==> config.mk <==
export PLATFORM = sky130hd
export DESIGN_NAME = can_message_fragmenter
export DESIGN_NICKNAME = d
export VERILOG_FILES = /design/src/hdl/cmf_pkg.sv /design/src/hdl/cmf_ram.sv /design/src/hdl/cmf_ctrl.sv /design/src/hdl/cmf_datapath.sv /design/src/hdl/can_message_fragmenter.sv
export SDC_FILE = /design/constraint.sdc
export NUM_CORES = 2
export LEC_CHECK = 0
export ABC_CLOCK_PERIOD_IN_PS = 4300
export BUFFER_PORTS_ARGS = -buffer_cell sky130_fd_sc_hd__buf_4
export CAP_MARGIN = 20
export CORE_MARGIN = 3
export CORE_UTILIZATION = 60
export DETAILED_ROUTE_END_ITERATION = 16
export PLACE_DENSITY = 0.76
export SYNTH_ARGS = -nofsm -noshare
export SYNTH_HDL_FRONTEND = slang
export SYNTH_SLANG_ARGS = --single-unit
==> constraint.sdc <==
create_clock -name clock -period 4.3 [get_ports clock]
set_clock_uncertainty 0.15 [all_clocks]
set_input_delay 0.215 -clock clock [delete_from_list [all_inputs] [get_ports clock]]
set_output_delay 0.215 -clock clock [all_outputs]
set_load 0.05 [all_outputs]
==> src/hdl/cmf_pkg.sv <==
// Shared types and constants for the CAN message fragmenter.
// No dependencies; used by the controller, the datapath and the top level.
`default_nettype none

package cmf_pkg;

   // Item opcodes
   localparam logic [1:0] OP_LOAD  = 2'd0;
   localparam logic [1:0] OP_START = 2'd1;
   localparam logic [1:0] OP_TICK  = 2'd2;

   // Result status codes
   localparam logic [1:0] ST_OK      = 2'd0;
   localparam logic [1:0] ST_BAD_LEN = 2'd1;
   localparam logic [1:0] ST_BUSY    = 2'd2;

   // Frame layout
   localparam int         FRAG_PAYLOAD = 6;
   localparam int         SLOT_W       = 3;
   localparam logic [7:0] LAST_FLAG    = 8'h80;
   localparam logic [3:0] HEADER_BYTES = 4'd2;

   // Message store geometry
   localparam int STORE_DEPTH = 256;
   localparam int STORE_AW    = 8;

   // Controller to datapath commands
   typedef struct packed {
      logic accept;      // item taken this cycle
      logic issue_read;  // read the next payload byte from the store
      logic finish;      // load the result register and commit the frame
   } cmf_cmd_type;

   // Datapath to controller status
   typedef struct packed {
      logic frame_go;    // the offered item is a tick while a message goes out
      logic last_read;   // this read fetches the last payload byte
      logic out_free;    // the result register can take a new result
   } cmf_stat_type;

   // One result item
   typedef struct packed {
      logic [3:0] frame_length;
      logic [7:0] payload_5;
      logic [7:0] payload_4;
      logic [7:0] payload_3;
      logic [7:0] payload_2;
      logic [7:0] payload_1;
      logic [7:0] payload_0;
      logic [7:0] frame_index;
      logic [7:0] frame_sequence;
      logic       frame_valid;
      logic [1:0] status;
   } cmf_rsp_type;

endpackage

`default_nettype wire

==> src/hdl/cmf_ram.sv <==
// Generic single-write, single-read RAM with registered read data.
// No dependencies.
`default_nettype none

module cmf_ram #(
   parameter int WIDTH = 8,
   parameter int DEPTH = 256
) (
   input  wire logic                     clock,
   input  wire logic                     wr_en,
   input  wire logic [$clog2(DEPTH)-1:0] wr_addr,
   input  wire logic [WIDTH-1:0]         wr_data,
   input  wire logic                     rd_en,
   input  wire logic [$clog2(DEPTH)-1:0] rd_addr,
   output logic      [WIDTH-1:0]         rd_data
);

   logic [WIDTH-1:0] mem_ff [DEPTH];

   always_ff @(posedge clock) begin
      if (wr_en) begin
         mem_ff[wr_addr] <= wr_data;
      end
      if (rd_en) begin
         rd_data <= mem_ff[rd_addr];
      end
   end

endmodule

`default_nettype wire

==> src/hdl/cmf_ctrl.sv <==
// Sequencing state machine of the CAN message fragmenter.
// Depends on cmf_pkg for the command and status structs.
`default_nettype none

module cmf_ctrl (
   input  wire logic                  clock,
   input  wire logic                  reset,
   input  wire logic                  req_tvalid,
   output logic                       req_tready,
   input  wire cmf_pkg::cmf_stat_type stat,
   output cmf_pkg::cmf_cmd_type       cmd
);

   localparam logic [1:0] S_IDLE = 2'd0;
   localparam logic [1:0] S_READ = 2'd1;
   localparam logic [1:0] S_WAIT = 2'd2;
   localparam logic [1:0] S_DONE = 2'd3;

   logic [1:0] state_ff;
   logic [1:0] state_in;

   always_comb begin
      state_in   = state_ff;
      req_tready = 1'b0;
      cmd        = '0;
      case (state_ff)
         S_IDLE: begin
            req_tready = 1'b1;
            if (req_tvalid) begin
               cmd.accept = 1'b1;
               state_in   = stat.frame_go ? S_READ : S_DONE;
            end
         end
         S_READ: begin
            cmd.issue_read = 1'b1;
            if (stat.last_read) begin
               state_in = S_WAIT;
            end
         end
         S_WAIT: begin
            // last byte lands in the payload registers
            state_in = S_DONE;
         end
         S_DONE: begin
            if (stat.out_free) begin
               cmd.finish = 1'b1;
               state_in   = S_IDLE;
            end
         end
         default: begin
            state_in = S_IDLE;
         end
      endcase
   end

   always_ff @(posedge clock) begin
      if (reset) begin
         state_ff <= S_IDLE;
      end else begin
         state_ff <= state_in;
      end
   end

endmodule

`default_nettype wire

==> src/hdl/cmf_datapath.sv <==
// Datapath of the CAN message fragmenter: message store, send state,
// payload gathering and the result register. Depends on cmf_pkg and cmf_ram.
`default_nettype none

module cmf_datapath #(
   parameter int MAX_MESSAGE_BYTES = 256
) (
   input  wire logic                  clock,
   input  wire logic                  reset,
   input  wire logic [1:0]            opcode,
   input  wire logic [7:0]            byte_position,
   input  wire logic [7:0]            data_byte,
   input  wire logic [9:0]            message_length,
   input  wire cmf_pkg::cmf_cmd_type  cmd,
   output cmf_pkg::cmf_stat_type      stat,
   input  wire logic                  rsp_tready,
   output logic                       rsp_valid,
   output cmf_pkg::cmf_rsp_type       rsp
);

   localparam logic [9:0] MAX_LEN = 10'(MAX_MESSAGE_BYTES);

   logic                           sending_ff,  sending_in;
   logic [9:0]                     length_ff,   length_in;
   logic [9:0]                     offset_ff,   offset_in;
   logic [7:0]                     sequence_ff, sequence_in;
   logic [7:0]                     frag_ff,     frag_in;
   logic [cmf_pkg::SLOT_W-1:0]     plen_ff,     plen_in;
   logic                           last_ff,     last_in;
   logic [cmf_pkg::SLOT_W-1:0]     slot_ff,     slot_in;
   logic                           rd_pend_ff,  rd_pend_in;
   logic [cmf_pkg::SLOT_W-1:0]     rd_slot_ff,  rd_slot_in;
   logic                           frame_ff,    frame_in;
   logic [1:0]                     status_ff,   status_in;
   logic [7:0]                     payload_ff [cmf_pkg::FRAG_PAYLOAD];
   logic [7:0]                     payload_in [cmf_pkg::FRAG_PAYLOAD];
   logic                           rsp_valid_ff, rsp_valid_in;
   cmf_pkg::cmf_rsp_type           rsp_ff,       rsp_in;

   logic [9:0]                 remaining;
   logic                       short_tail;
   logic                       store_we;
   logic [cmf_pkg::STORE_AW-1:0] rd_addr;
   logic [7:0]                 rd_data;

   assign remaining  = length_ff - offset_ff;
   assign short_tail = (remaining <= 10'(cmf_pkg::FRAG_PAYLOAD));
   assign store_we   = cmd.accept && (opcode == cmf_pkg::OP_LOAD) && !sending_ff;
   assign rd_addr    = offset_ff[cmf_pkg::STORE_AW-1:0]
                       + {{(cmf_pkg::STORE_AW-cmf_pkg::SLOT_W){1'b0}}, slot_ff};

   cmf_ram #(
      .WIDTH (8),
      .DEPTH (cmf_pkg::STORE_DEPTH)
   ) u_store (
      .clock   (clock),
      .wr_en   (store_we),
      .wr_addr (byte_position),
      .wr_data (data_byte),
      .rd_en   (cmd.issue_read),
      .rd_addr (rd_addr),
      .rd_data (rd_data)
   );

   assign stat.frame_go  = (opcode == cmf_pkg::OP_TICK) && sending_ff;
   assign stat.last_read = (slot_ff == plen_ff - 3'd1);
   assign stat.out_free  = !rsp_valid_ff || rsp_tready;

   always_comb begin
      sending_in   = sending_ff;
      length_in    = length_ff;
      offset_in    = offset_ff;
      sequence_in  = sequence_ff;
      frag_in      = frag_ff;
      plen_in      = plen_ff;
      last_in      = last_ff;
      slot_in      = slot_ff;
      frame_in     = frame_ff;
      status_in    = status_ff;
      payload_in   = payload_ff;
      rd_pend_in   = cmd.issue_read;
      rd_slot_in   = slot_ff;
      rsp_valid_in = rsp_valid_ff && !rsp_tready;
      rsp_in       = rsp_ff;

      if (cmd.accept) begin
         status_in = cmf_pkg::ST_OK;
         frame_in  = 1'b0;
         case (opcode)
            cmf_pkg::OP_LOAD: begin
               if (sending_ff) begin
                  status_in = cmf_pkg::ST_BUSY;
               end
            end
            cmf_pkg::OP_START: begin
               if (message_length == 10'd0 || message_length > MAX_LEN) begin
                  status_in = cmf_pkg::ST_BAD_LEN;
               end else if (sending_ff) begin
                  status_in = cmf_pkg::ST_BUSY;
               end else begin
                  length_in   = message_length;
                  offset_in   = 10'd0;
                  frag_in     = 8'd0;
                  sequence_in = sequence_ff + 8'd1;
                  sending_in  = 1'b1;
               end
            end
            cmf_pkg::OP_TICK: begin
               if (sending_ff) begin
                  frame_in   = 1'b1;
                  last_in    = short_tail;
                  plen_in    = short_tail ? remaining[cmf_pkg::SLOT_W-1:0]
                                          : cmf_pkg::SLOT_W'(cmf_pkg::FRAG_PAYLOAD);
                  slot_in    = '0;
                  for (int i = 0; i < cmf_pkg::FRAG_PAYLOAD; i++) begin
                     payload_in[i] = 8'd0;
                  end
               end
            end
            default: begin
               status_in = cmf_pkg::ST_OK;
            end
         endcase
      end

      if (cmd.issue_read) begin
         slot_in = slot_ff + 3'd1;
      end

      // registered store data arrives in the cycle after its read
      if (rd_pend_ff) begin
         payload_in[rd_slot_ff] = rd_data;
      end

      if (cmd.finish) begin
         rsp_valid_in = 1'b1;
         rsp_in       = '0;
         rsp_in.status = status_ff;
         if (frame_ff) begin
            rsp_in.frame_valid    = 1'b1;
            rsp_in.frame_sequence = sequence_ff;
            rsp_in.frame_index    = last_ff ? (frag_ff | cmf_pkg::LAST_FLAG) : frag_ff;
            rsp_in.payload_0      = payload_ff[0];
            rsp_in.payload_1      = payload_ff[1];
            rsp_in.payload_2      = payload_ff[2];
            rsp_in.payload_3      = payload_ff[3];
            rsp_in.payload_4      = payload_ff[4];
            rsp_in.payload_5      = payload_ff[5];
            rsp_in.frame_length   = {1'b0, plen_ff} + cmf_pkg::HEADER_BYTES;
            offset_in = offset_ff + {7'd0, plen_ff};
            frag_in   = frag_ff + 8'd1;
            if (last_ff) begin
               sending_in = 1'b0;
            end
         end
      end
   end

   always_ff @(posedge clock) begin
      if (reset) begin
         sending_ff   <= 1'b0;
         length_ff    <= 10'd0;
         offset_ff    <= 10'd0;
         sequence_ff  <= 8'd0;
         frag_ff      <= 8'd0;
         rd_pend_ff   <= 1'b0;
         rsp_valid_ff <= 1'b0;
      end else begin
         sending_ff   <= sending_in;
         length_ff    <= length_in;
         offset_ff    <= offset_in;
         sequence_ff  <= sequence_in;
         frag_ff      <= frag_in;
         rd_pend_ff   <= rd_pend_in;
         rsp_valid_ff <= rsp_valid_in;
      end
   end

   always_ff @(posedge clock) begin
      plen_ff    <= plen_in;
      last_ff    <= last_in;
      slot_ff    <= slot_in;
      rd_slot_ff <= rd_slot_in;
      frame_ff   <= frame_in;
      status_ff  <= status_in;
      payload_ff <= payload_in;
      rsp_ff     <= rsp_in;
   end

   assign rsp_valid = rsp_valid_ff;
   assign rsp       = rsp_ff;

endmodule

`default_nettype wire

==> src/hdl/can_message_fragmenter.sv <==
// Top level of the CAN message fragmenter: stream ports, controller and datapath.
// Depends on cmf_pkg, cmf_ctrl, cmf_datapath (and through it cmf_ram).
//
// Usage:
//   The req channel carries one item per handshake: a load item writes one
//   byte into the 256-byte message store, a start item launches a message of
//   message_length bytes and bumps the 8-bit sequence number, a tick item
//   (one transmit mailbox free) pulls out the next CAN frame.
//   Every item yields exactly one rsp item: a status, and on ticks while a
//   message goes out a frame of sequence byte, fragment index (bit 7 marks
//   the last fragment), six payload bytes (zero past the end) and a length.
//   Loads and starts are refused as busy while a message goes out, a start
//   of 0 or over MAX_MESSAGE_BYTES bytes as a bad length. A frame reads its
//   plen payload bytes (plen = 1 to 6, one store read per cycle) before its
//   result; the next item is taken once the result is registered.
//   The rsp register holds a finished item while the receiver stalls; the
//   block still takes the next item and works on it, then waits until the
//   register drains before presenting the new result.
//   Reset clears the send state and sequence number and empties the result
//   register; the message store keeps whatever it held and must be loaded
//   before it is sent.
`default_nettype none

module can_message_fragmenter #(
   parameter int MAX_MESSAGE_BYTES = 256
) (
   input  wire logic        clock,
   input  wire logic        reset,
   // req_tdata: [7:0] byte_position, [15:8] data_byte, [25:16] message_length
   input  wire logic [31:0] req_tdata,
   // req_tuser: [1:0] opcode
   input  wire logic [1:0]  req_tuser,
   input  wire logic        req_tvalid,
   output logic             req_tready,
   // rsp_tdata: [1:0] status, [9:2] frame_sequence, [17:10] frame_index,
   //   [25:18] payload_0, [33:26] payload_1, [41:34] payload_2,
   //   [49:42] payload_3, [57:50] payload_4, [65:58] payload_5,
   //   [69:66] frame_length, [71:70] zero
   output logic [71:0]      rsp_tdata,
   // rsp_tuser: [0] frame_valid
   output logic             rsp_tuser,
   output logic             rsp_tvalid,
   input  wire logic        rsp_tready
);

   cmf_pkg::cmf_cmd_type  cmd;
   cmf_pkg::cmf_stat_type stat;
   cmf_pkg::cmf_rsp_type  rsp;

   // sequence the item: accept, gather payload bytes, present the result
   cmf_ctrl u_ctrl (
      .clock      (clock),
      .reset      (reset),
      .req_tvalid (req_tvalid),
      .req_tready (req_tready),
      .stat       (stat),
      .cmd        (cmd)
   );

   // store, send state and result register
   cmf_datapath #(
      .MAX_MESSAGE_BYTES (MAX_MESSAGE_BYTES)
   ) u_datapath (
      .clock          (clock),
      .reset          (reset),
      .opcode         (req_tuser),
      .byte_position  (req_tdata[7:0]),
      .data_byte      (req_tdata[15:8]),
      .message_length (req_tdata[25:16]),
      .cmd            (cmd),
      .stat           (stat),
      .rsp_tready     (rsp_tready),
      .rsp_valid      (rsp_tvalid),
      .rsp            (rsp)
   );

   // pack the result, lowest field first
   assign rsp_tdata = {2'b00,
                       rsp.frame_length,
                       rsp.payload_5,
                       rsp.payload_4,
                       rsp.payload_3,
                       rsp.payload_2,
                       rsp.payload_1,
                       rsp.payload_0,
                       rsp.frame_index,
                       rsp.frame_sequence,
                       rsp.status};
   assign rsp_tuser = rsp.frame_valid;

endmodule

`default_nettype wire

# --- After elaboration in Yosys (flattened, before gate mapping) ---
# Memories as Yosys holds them, arrays and structs flattened. A register that Yosys moved wholly into a read port is not among the register bits.
# Cells that the tools add are included.
totals:
  regBits: 173
  ram_bits: 2048
  in_bits: 38
  out_inout_bits: 75
  wordCells: 125
  n_memories: 1
op_classes:
  n_addsub: 8
  order_cmp: 4
  n_eq_ne: 9
  muxes: 49
  bitwise: 3
  n_reduce_logical: 20
memory_table:
  columns: ["memory", "words", "width", "rd", "rd_clocked_by_memory_dff", "wr", "line_no", "rtl"]
  rows:
  - ["u_datapath.u_store.mem_ff", 256, 8, 1, 1, 1, "cmf_ram.sv:18", "logic [WIDTH-1:0] mem_ff [DEPTH];"]
ops:
  columns: ["cell", "n"]
  rows:
  - ["2-to-1 mux 48 bit", 4]
  - ["2-to-1 mux 8 bit", 8]
  - ["2-to-1 mux 10 bit", 6]
  - ["bitwise mux 48 bit", 1]
  - ["demux 8 bit (select 3 bit)", 1]
  - ["2-to-1 mux 1 bit", 17]
  - ["adder 8 x 1 -> 8 bit (second input constant)", 2]
  - ["2-to-1 mux 2 bit", 6]
  - ["2-to-1 mux 3 bit", 4]
  - ["adder 10 x 3 -> 10 bit", 1]
  - ["> comparator 10 x 9 -> 1 bit (second input constant)", 1]
  - ["less-or-equal comparator 10 x 3 -> 1 bit (second input constant)", 1]
  - ["zero test 10 bit", 1]
  - ["subtractor 10 bit", 1]
  - ["AND reduction 3 bit", 3]
  - ["adder 8 x 3 -> 8 bit", 1]
  - ["case mux 2 bit (4 select lines)", 1]
  - ["equality test 2 bit (second input constant)", 3]
  - ["!= test 2 bit (second input constant)", 3]
  - ["nonzero test 2 bit", 3]
  - ["logical AND 1 bit", 5]
  - ["adder 3 x 2 -> 4 bit (second input constant)", 1]
  - ["equality test 2 x 1 -> 1 bit (second input constant)", 2]
  - ["greater-or-equal comparator 4 bit (second input constant)", 1]
  - ["11 further kinds", 16]

# --- Depth between registers and ports, before layout ---
logic_depth:
  ltp_word: 8
  mapped_depth: 14
  ltp_nobuf: 11

# --- Cells and area by module ---
# Synthesis repeated with hierarchy kept, for this count alone.
unflattened:
  cells_unflattened: 4430
  area_unflattened_um2: 87005.9
modules_own_cells:
  columns: ["mod", "n_inst", "cells_per_inst", "area_per_inst_um2", "seq_area_each_um2"]
  rows:
  - ["cmf_ram", 1, 3733, 79636.4, 61739.2]
  - ["cmf_datapath", 1, 673, 7135.6, 4234.1]
  - ["cmf_ctrl", 1, 21, 215.2, 40.0]
  - ["can_message_fragmenter", 1, 3, 18.8, 0.0]

# --- Worst setup path after synthesis ---
# OpenSTA, ideal clock, no wires.
synth_timing:
  kind: "reg-to-reg"
  startpoint: "register u_datapath.slot_ff (netlist bit u_datapath.rd_slot_in[0])"
  endpoint: "register u_datapath.u_store.rd_data[6], read port of u_datapath.u_store.mem_ff (data pin)"
  setup_ns: 0.269
  arrival_time_ns: 3.230
  t_required_ns: 3.881
  path_slack_ns: 0.651
  path_stages_with_launch: 13
  n_path_buf: 4
  period_less_slack_ns: 3.649
  path_cell_list: "edfxtp_1 ha_1 fa_1 buf_4 buf_4 buf_6 buf_1 mux4_2 mux4_2 a221oi_1 o21ai_1 nand2_1 o22ai_1"
synth_between:
  elab_chain_cells: 1
synth_rtl:
  columns: ["item", "line_no", "rtl"]
  rows:
  - ["from (decl)", "cmf_datapath.sv:30", "logic [cmf_pkg::SLOT_W-1:0] slot_ff, slot_in;"]
  - ["from (signal assigned)", "cmf_datapath.sv:182", "slot_ff <= slot_in;"]
  - ["adder 8 x 3 -> 8 bit", "cmf_datapath.sv:50", "+ {{(cmf_pkg::STORE_AW-cmf_pkg::SLOT_W){1'b0}}, slot_ff};"]
  - ["to (decl)", "cmf_ram.sv:15", "output logic [WIDTH-1:0] rd_data"]
# Every way passes these cells.
# A chain may end at the register's enable or synchronous reset.

# --- Final worst setup path ---
layout_timing:
  startpoint: "register u_datapath.slot_ff (netlist bit u_datapath.rd_slot_in[0])"
  endpoint: "register u_datapath.u_store.rd_data[5], read port of u_datapath.u_store.mem_ff (data pin)"
# The elaborated chain is that of the path after synthesis.

==> impl_metrics.json <==
{
  "placed_area_um2": 92100,
  "synth.area.top_cells": "edfxtp_1, mux4_2, dfxtp_1",
  "cts_sinks": 2229,
  "syn_avg_cell_area_um2": 20.33,
  "total_power_uw": 54650,
  "rsz0062_at_grt": "true",
  "leakage_uw": 0.03223,
  "numCtsBuffers": 211,
  "drt_pass1_iterations": 5,
  "h-tree-depth": 4,
  "grt_pass1_wl_um": 308500,
  "drc": 0,
  "max-vdd-ir-drop_mv": 0.3771,
  "dp_hpwl_um": 123500,
  "antenna_left": 0,
  "fin_nets": 4813,
  "slew_viol_final": 0,
  "core_um2": 143800,
  "cp_data_required_time_ps": 4740,
  "drtIter0Drc": 5901,
  "synth-seq-cells": 2229,
  "ctsLongestPathBuffers": 3,
  "tightest_slew_ps": 1238,
  "dieArea_um2": 149700,
  "maxCapViolCount": 0,
  "yosys.area.top_type_share_pct": 73.72,
  "crit_start": "u_datapath.rd_slot_in[0]$_SDFFCE_PN0P_",
  "drive_gt1_share_pct": 27.81,
  "grt_overflow_total": 0,
  "clk_pin_slew_worst_paths_ps": 70,
  "rows": 139,
  "r2r_slack_ps": 20,
  "cts_tree": "built",
  "hold_violations": 7,
  "seq_area_frac_synth_pct": 75.84,
  "wl_per_cell_um": 30.36,
  "grt_pass1_vias": 45380,
  "startpoint_type": "flop",
  "dp_cells": 6381,
  "reg2reg_from": "u_datapath.rd_slot_in[0]$_SDFFCE_PN0P_",
  "setup_viol": 0,
  "async_flop_share_pct": 0,
  "start_util_pct": 60.52,
  "io_pins": 113,
  "violations": "hold timing",
  "fin_crit_ps": 4280,
  "clk_latency_ps": 840,
  "area_delta_synth_final_pct": 14.41,
  "routed-via-count": 44770,
  "gp_congestion": 0.9136,
  "outcome": "finished, violations left",
  "synthFlopType": "edfxtp_1",
  "yosys_warnings": 0,
  "dp_slack_ps": -83.29,
  "min_from": "req_tdata[9]",
  "critical_path_class": "reg -> reg",
  "crit_fanout": 14,
  "cp.arrival_ps": 4720,
  "layout_setup_ws_ps": 19.95,
  "slew_headroom_pct": 17.46,
  "synth_area_um2": 87040,
  "fmax_mhz": 233.6,
  "hp-class": "in -> reg",
  "portBuffers": 104,
  "synth.distinct_cells": 63,
  "cp-end-kind": "flop",
  "cts-root-buf": "clkbuf_16",
  "antenna_found_initial": 5,
  "totalWireLength_um": 207500,
  "grt_max_degree": 171,
  "holdWs_ps": -8.879,
  "post-route-period-util_pct": 99.54,
  "fp.dieW_um": 386.9,
  "track_usage_pct": 28.12,
  "via_per_inst": 6.551,
  "synth_edf_count": 2137,
  "finalNonFillerCells": 6833,
  "fin_area_um2": 99580,
  "power.density_nw_per_um2": 548.7,
  "syn-instance-count": 4282,
  "synth_area_leader_cell": "edfxtp_1",
  "die_y_um": 386.9
}
## worst paths after layout
| path | endpoint | cells past startpoint |
|---|---|---|
| max | u_datapath.u_store.rd_data[5]$_DFFE_PP_ | 11 |
| min | u_datapath.u_store.mem_ff[253][1]$_DFFE_PP_ | 1 |
| max reg2reg | u_datapath.u_store.rd_data[5]$_DFFE_PP_ | 11 |
| min reg2reg | u_datapath.rsp[0]$_DFFE_PP_ | 0 |
## cells in the final DEF, fill, tap and decap left out, types with 16 or more instances in the layout
cell           count
mux4_2           593
clkinv_1          53
a21oi_1           51
inv_1             25
o21ai_0           62
a311oi_1          23
nand2_1          337
bufinv_16         22
clkinv_2          39
clkbuf_16        213
buf_12            44
nand3_1           31
and3_1            36
mux2i_1           24
ha_1              23
buf_4            385
dlygate4sd3_1     51
edfxtp_1        2137
a22o_1            16
clkbuf_1          36
a22oi_1           23
dfxtp_1           92
and2_1            69
nor2_1           326
## per-stage QoR
step | setup TNS [ps] | util (%) | hold WS, ps
2_1_floorplan | 0 | - | 136.6
3_5_place_dp | -89.28 | 64.03 | 266.1
3_3_place_gp | -69.56 | 64.03 | 260.7
6_report | 0 | 69.24 | -8.879
4_1_cts | 0 | 69.15 | 0.9154
5_1_grt | -22.24 | 69.22 | 28.56
## flip-flops by register name, indices dropped and copies added (netlist names), 3 cells and up
signal / cells
u_datapath.rsp: 71
u_datapath.length_ff: 10
u_datapath.rd_slot_in: 3
u_datapath.plen_ff: 3
u_datapath.frag_ff: 8
u_datapath.u_store.mem_ff: 2048
u_datapath.sequence_ff: 8
u_datapath.u_store.rd_data: 8
u_datapath.offset_ff: 10
u_datapath.rd_slot_ff: 3
u_datapath.payload_ff: 48
## logic make-up (layout without fill, tap and decap cells)
| group | count (synthesis) | count (layout) | synth area share, % |
|---|---|---|---|
| other | 1 | 10 | 0.004308 |
| muxes | 622 | 622 | 15.68 |
| AOI/OAI and AO/OA | 246 | 246 | 1.879 |
| and+or+nand+nor | 874 | 874 | 4.360 |
| xor gates and xnor gates | 21 | 21 | 0.2199 |
| DFF | 2229 | 2229 | 75.84 |
| adders and majority gates | 27 | 27 | 0.4140 |
| buffers and inverters | 262 | 901 | 1.606 |
## synthesized netlist by cell type, drive strengths merged (4+ instances only)
cell type,number
dfxtp,92
clkbuf,104
nor3b,5
a21oi,52
nor4,5
a221oi,5
xnor2,9
a22o,16
and3,36
or3,5
ha,24
a211oi,8
nor2b,15
nand2b,4
xor2,12
mux4,593
nand3,39
o21a,6
and2,71
a31oi,10
nor3,12
o21ai,65
or2,4
nand4,7
nand2,338
o22ai,4
inv,25
edfxtp,2137
buf,133
a22oi,23
a311oi,24
a311o,10
nor2,328
mux2i,27
## final cells by class
type                            instances  area [um^2]
Tap cell                             1903         2381
Clock buffer                          250         5479
Multi-Input combinational cell       1792        19830
Sequential cell                      2229        66010
Fill cell                            8307        44240
Clock inverter                        137         1350
Timing Repair Buffer                  489         4419
Inverter                               25        93.84
Antenna cell                            8        20.02
## worst max-delay path, cell delays in order, from the launching register on
cell	delay [ps]
edfxtp_1	440
ha_4	200
fa_4	870
buf_12	230
buf_4	290
mux4_2	390
mux4_2	530
nand2_1	90
and3_1	250
a311oi_1	80
a311o_1	330
and3_1	150
## metal layers
layer	vias up	global-route usage [%]	wire length, um
met1	23360	38.84	76470
met2	2652	44.92	102300
met4	2	9.657	7139
met3	402	6.718	21560
li1	18350	-	-
met5	-	0	11
## repair_timing
| item | in CTS | in global routing |
|---|---|---|
| buffers inserted | 0 | 5 |
| hold buffers | 51 | 0 |
| pin swaps | 1 | 1 |
| cloned | 0 | 0 |
| endpoints found under the hold margin | 403 | 0 |
| gates resized for setup | 4 | 11 |
| endpoints found under the setup margin | 3 | 6 |
## power breakdown
part	internal [uW]	switching [uW]	leakage, uW	total (uW)
combinational	5470	6240	0.00891	11700
sequential	24300	297	0.0200	24600
clock	10400	7920	0.00333	18300
total	40200	14500	0.0322	54600
Power figures use the tool's default switching activity.
